`src/design/moi_pkg.sv`:
```
`default_nettype none
package moi_pkg;
    localparam int ANGLE_BITS = 16;
    localparam int TURN_SHIFT = 48 - ANGLE_BITS;
    localparam int OUT_DOWN = (ANGLE_BITS > 16) ? ANGLE_BITS - 16 : 0;
    localparam int OUT_UP = (ANGLE_BITS < 16) ? 16 - ANGLE_BITS : 0;
    localparam int FRAC_BITS = ANGLE_BITS - 2;

    localparam logic [31:0] INV_TWO_PI = 32'd683565276;
    localparam logic [31:0] SIN_A1 = 32'd1686629713;
    localparam logic [31:0] SIN_A3 = 32'd693598669;
    localparam logic [31:0] SIN_A5 = 32'd85569306;
    localparam logic [31:0] SIN_A7 = 32'd5026993;
    localparam logic [31:0] SIN_A9 = 32'd172272;
    localparam logic [31:0] Q30_ONE = 32'd1073741824;

    localparam logic [15:0] FIRST_STEP_RESET = 16'd3277;
    localparam logic [19:0] MAX_STEP_RESET = 20'd65536;

    typedef enum logic {
        REG_FIRST_STEP = 1'b0,
        REG_MAX_STEP = 1'b1
    } t_reg_idx;

    // one command per sequencer step, each using the shared multiplier at most once
    typedef enum logic [4:0] {
        OP_NONE,
        OP_LOAD,      // capture item, form dt and noisy sums
        OP_MID_A,     // rate*dt
        OP_MID_B,     // round, times 1/2pi
        OP_MID_C,     // round to units, form mid angle and u
        OP_SIN_U2,    // u2 = u*u >> 30
        OP_SIN_P9,
        OP_SIN_P7,
        OP_SIN_P5,
        OP_SIN_P3,
        OP_SIN_P1,    // t = (u*t) >> 30, clamp, store, swap to 1-u
        OP_ROT_A,     // vx*c
        OP_ROT_B,     // vy*s
        OP_ROT_C,     // vx*s
        OP_ROT_D,     // vy*c, then world y velocity
        OP_POS_X,     // wx*dt
        OP_POS_Y,     // wy*dt, x update
        OP_HEAD_A,    // y update, w_noisy*dt
        OP_HEAD_B,
        OP_HEAD_C     // heading update, result out
    } t_op;

    typedef enum logic [1:0] {
        ST_IDLE,
        ST_RUN,
        ST_OUT
    } t_state;

    typedef struct packed {
        t_op  op;
        logic second; // second sine pass (argument 1-u)
    } t_cmd;
endpackage
`default_nettype wire

```
`src/design/moi_ctrl.sv`:
```
`default_nettype none
module moi_ctrl (
    input  wire logic          i_clk,
    input  wire logic          i_rst_n,
    input  wire logic          i_valid,
    output logic               o_stall,
    output logic               o_valid,
    input  wire logic          i_stall,
    output moi_pkg::t_cmd      o_cmd
);
    import moi_pkg::*;

    t_state r_state, n_state;
    t_op r_op, n_op;
    logic r_second, n_second;

    always_comb begin
        n_state = r_state;
        n_op = r_op;
        n_second = r_second;
        case (r_state)
            ST_IDLE: begin
                if (i_valid) begin
                    n_state = ST_RUN;
                    n_op = OP_MID_A;
                    n_second = 1'b0;
                end
            end
            ST_RUN: begin
                case (r_op)
                    OP_SIN_P1: begin
                        if (!r_second) begin
                            n_second = 1'b1;
                            n_op = OP_SIN_U2;
                        end else begin
                            n_op = OP_ROT_A;
                        end
                    end
                    OP_HEAD_C: begin
                        n_state = ST_OUT;
                        n_op = OP_NONE;
                    end
                    default: n_op = t_op'(r_op + 5'd1);
                endcase
            end
            ST_OUT: begin
                if (!i_stall) begin
                    n_state = ST_IDLE;
                end
            end
            default: n_state = ST_IDLE;
        endcase
    end

    always_comb begin
        o_stall = (r_state != ST_IDLE);
        o_valid = (r_state == ST_OUT);
        o_cmd.second = r_second;
        o_cmd.op = OP_NONE;
        case (r_state)
            ST_IDLE: o_cmd.op = i_valid ? OP_LOAD : OP_NONE;
            ST_RUN:  o_cmd.op = r_op;
            default: o_cmd.op = OP_NONE;
        endcase
    end

    always_ff @(posedge i_clk) begin
        if (!i_rst_n) begin
            r_state <= ST_IDLE;
            r_op <= OP_NONE;
            r_second <= 1'b0;
        end else begin
            r_state <= n_state;
            r_op <= n_op;
            r_second <= n_second;
        end
    end
endmodule
`default_nettype wire

```
`config.mk`:
```
export PLATFORM = sky130hd
export DESIGN_NAME = moi_ctrl
export DESIGN_NICKNAME = d
export VERILOG_FILES = /design/src/design/moi_pkg.sv /design/src/design/moi_ctrl.sv
export SDC_FILE = /design/constraint.sdc
export NUM_CORES = 1
export LEC_CHECK = 0
export ABC_AREA = 1
export BUFFER_PORTS_ARGS = -buffer_cell sky130_fd_sc_hd__buf_2
export CAP_MARGIN = 20
export CORE_MARGIN = 2
export CORE_UTILIZATION = 28
export DETAILED_ROUTE_END_ITERATION = 16
export GPL_TIMING_DRIVEN = 0
export SLEW_MARGIN = 20
export SYNTH_ARGS = -nofsm -noshare
export SYNTH_HDL_FRONTEND = slang
export SYNTH_SLANG_ARGS = --single-unit
```
`constraint.sdc`:
```
create_clock -name i_clk -period 2.7 [get_ports i_clk]
set_input_delay 0.27 -clock i_clk [delete_from_list [all_inputs] [get_ports i_clk]]
set_output_delay 0.27 -clock i_clk [all_outputs]
set_load 0.05 [all_outputs]
```
# After elaboration in Yosys (flattened, before gate mapping)
# Index checks and enable logic that the tools add are counted.
dict set report totals {
  regBits 8
  in_bits 4
  out_inout_bits 8
  elab_cells 31
}
dict set report op_classes {
  add_sub_neg 1
  eq_ne 8
  n_mux 13
  n_reduce_logical 6
}
# op n
set op_table {}
lappend op_table {{$pmux W5 S2} 3}
lappend op_table {{$mux W2} 3}
lappend op_table {{$pmux W2 S3} 1}
lappend op_table {{$reduce_and A3 Y1} 2}
lappend op_table {{$add A5 B1 Y5 const B} 1}
lappend op_table {{$eq A5 B4 Y1 const B} 1}
lappend op_table {{$eq A5 B5 Y1 const B} 1}
lappend op_table {{$mux W5} 1}
lappend op_table {{$mux W4} 1}
lappend op_table {{$ne A2 B1 Y1 const B} 2}
lappend op_table {{$ne A2 B2 Y1 const B} 2}
lappend op_table {{$reduce_bool A2 Y1} 2}
lappend op_table {{$mux W1} 3}
lappend op_table {{$eq A2 B1 Y1 const B} 1}
lappend op_table {{$eq A2 B2 Y1 const B} 1}
lappend op_table {{$logic_not A2 Y1} 1}
lappend op_table {{$pmux W1 S2} 1}
lappend op_table {{$reduce_and A2 Y1} 1}

# Logic depth before layout (Yosys ltp)
dict set report depth {
  depth_word 3
  ltp_mapped 9
  ltp_nobuf 9
}

# Worst setup path before layout
# Ideal clock, no wire load.
dict set report synth_path {
  path_type {register to output}
  from {register r_state[1]}
  to {output port o_cmd[1] (netlist name)}
  t_arrival_ps 1590
  required_ps 2430
  slack_ps 840
  path_stages_with_launch 4
  cell_sequence {dfxtp_1 > inv_1 > nand2_2 > o21ai_0}
}
# element line
set synth_lines {}
lappend synth_lines {{start, declared} moi_ctrl.sv:13} ;# t_state r_state, n_state;
lappend synth_lines {{start signal, assigned} moi_ctrl.sv:73} ;# r_state <= n_state;
lappend synth_lines {{end, declared} moi_ctrl.sv:9} ;# output moi_pkg::t_cmd o_cmd

==> impl_metrics.tcl <==
set metrics [dict create \
    core_um2 1902 \
    fillers 212 \
    crit_path_end_kind "primary output" \
    ys_ff_latch 8 \
    synth_top_area_frac 0.2896 \
    start_kind "flop" \
    finalPower_uw 303.3 \
    fmax_mhz 633.7 \
    synth_edf_count 0 \
    viasPerCell 4.180 \
    clk_pin_slew_worst_paths_ns 0.05 \
    synthTopCellsByArea "dfxtp_1 29%, nand2_1 11%, inv_1 6.8%" \
    grt_usage 0.1105 \
    die_y_um 48.44 \
    cts_buffer_depth 2 \
    cts_resized 0 \
    cts_buffers 3 \
    met3_usage 0.009259 \
    synth_cells 81 \
    port_buffers 11 \
    antenna_found_initial 0 \
    synth.distinct_cells 20 \
    worstSetupPathType "reg -> out" \
    synthTopCellsByCount "16 x nand2_1, 10 x inv_1, 9 x nor2_1" \
    finalSetupViolCount 0 \
    cts_hold_buf 0 \
    rsz0062_at_grt "no" \
    worstPathArrival_ns 1.31 \
    drv_cap 0 \
    post_drt_wl_per_cell_um 9.607 \
    dieArea_um2 2346 \
    post-dp-hpwl_um 914.6 \
    cp_max_fo 10 \
    power_density_nw_per_um2 456.5 \
    ant_nets 0 \
    max_stage_delay_ns 0.30 \
    met1_usage 0.1344 \
    grt_busiest_layer "met2" \
    fin_tns_setup_ns 0 \
    min_period_ns 1.578 \
    first_pass_iters 4 \
    drt_wl_total_um 1172 \
    slowest_stage "dfxtp_1" \
    path_buf_inv 2 \
    finClkSkew_ns 0.001019 \
    finalCritPeriodShare 0.5844 \
    place.gp.congestion 0.7539 \
    drc 0 \
    worst-slew-pin-transition_ns 0.2670 \
    diodes 0 \
    cts_setup_buffers 0 \
    drive_above_1_share 0.3368 \
    yosysMostFrequentCell "nand2_1" \
    finalNetCount 103 \
    syn_area_um2 553.0 \
    synth-main-ff-cell "dfxtp_1" \
    slew-limit-headroom 0.8218 \
    chipWidth_um 48.44 \
    p_leak_uw 0.0003155 \
    hp-class "in -> reg" \
    finalMaxSlewViolations 0 \
    vias 510 \
    grt_max_degree 11 \
    status "finished, final reports clean" \
    synth_area_leader_cell "dfxtp_1" \
    finalHoldViolations 0 \
    clock_sinks 8 \
    crit_family "buffers and inverters" \
    required_ns 2.43 \
    synth_nets 87 \
    htreeDepth 1 \
    ir_drop_v 0.0001442 \
    crit_chain "inv_1 -> nand2_2 -> o21ai_0 -> buf_2" \
    clock_latency_ns 0.25 \
    first_global_vias 515 \
    ioPinCount 12 \
    drt_iter0_drc 8 \
    initial_core_util 0.2908 \
    grt-ovfl-total 0 \
    grt_use_met2 0.1875 \
    std_cell_rows 16 \
    ys_warn_count 0 \
    synthToLayoutAreaGrowth_pct 20.14 \
    tritoncts "built" \
    async_reset_ff_frac 0 \
    grt_first_pass_wirelength_um 2070 \
    cts-root-buf "clkbuf_4" \
    seq_area_frac_synth 0.2896 \
    syn_avg_cell_area_um2 6.828 \
]
## layout by cell type (no fill, tap or decap), drive strengths merged
cell type / n
clkbuf: 3
a21oi: 7
a211oi: 1
nand2: 21
nand3: 8
inv: 14
ha: 2
o21ai: 3
dfxtp: 8
xnor2: 1
nor2: 11
xor2: 2
buf: 14
## worst register-to-register path, stage by stage (launching register included)
cell	delay, ns
dfxtp_1	0.38
inv_1	0.09
ha_1	0.22
nand2_1	0.07
inv_1	0.05
nand3_2	0.06
nand2_1	0.06
nor2_1	0.08
nand2_1	0.06
a21oi_1	0.12
## cell families (layout without fill, tap and decap cells)
family	after synthesis	after routing	share of synthesized area
AO/OA/AOI/OAI	11	11	0.1199
XOR/XNOR	3	3	0.04752
adder cells (fa/ha/maj)	2	2	0.04524
flip-flops	8	8	0.2896
buffers and inverters	17	31	0.1493
AND/OR/NAND/NOR	40	40	0.3484
## state kept, by name, summed over array words and instances (netlist names)
register  count
r_op          5
r_state       2
r_second      1
## layer usage
layer	vias up	routed length (um)
met5	-	0
met4	0	0
met3	0	27
met2	9	575
met1	223	568
li1	278	-
## area by class of cell
type,count,area (um^2),area share
inverter,14,52.55,0.07910
multi-input combinational,56,310.3,0.4670
clock buffer,3,22.52,0.03390
sequential,8,160.2,0.2411
buffer,3,30.03,0.04520
timing repair buffer,11,55.05,0.08286
tap,27,33.78,0.05085
## stage by stage
| stage | setup slack [ns] | cell area (um^2) | instances | hold slack (ns) | utilization |
|---|---|---|---|---|---|
| finish | 1.122 | 664.4 | 122 | 0.2735 | 0.3493 |
| floorplan | 0.8402 | 553.0 | 81 | 0.4118 | - |
| CTS | 1.133 | 664.4 | 122 | 0.2738 | 0.3493 |
| global placement | 1.432 | 641.9 | 119 | 0.4744 | 0.3375 |
| detailed placement | 1.404 | 641.9 | 119 | 0.4789 | 0.3375 |
| global route | 1.039 | 664.4 | 122 | 0.3026 | 0.3493 |
## worst paths after layout
path	from	endpoint	slack, ns	cells past startpoint
max	r_state[1]	o_cmd[1]	1.12	4
min	i_rst_n	r_op[1]	0.27	3
max reg2reg	r_op[0]	r_op[3]	1.44	9
min reg2reg	r_second	r_second	0.49	2
## where the power goes
group          leakage (uW)  internal, uW  switching [uW]
Clock             0.0000138          50.8            39.9
Sequential        0.0000653           125            6.62
Combinational      0.000236          21.6            59.2
Total              0.000315           198             106
Power figures use the tool's default switching activity.
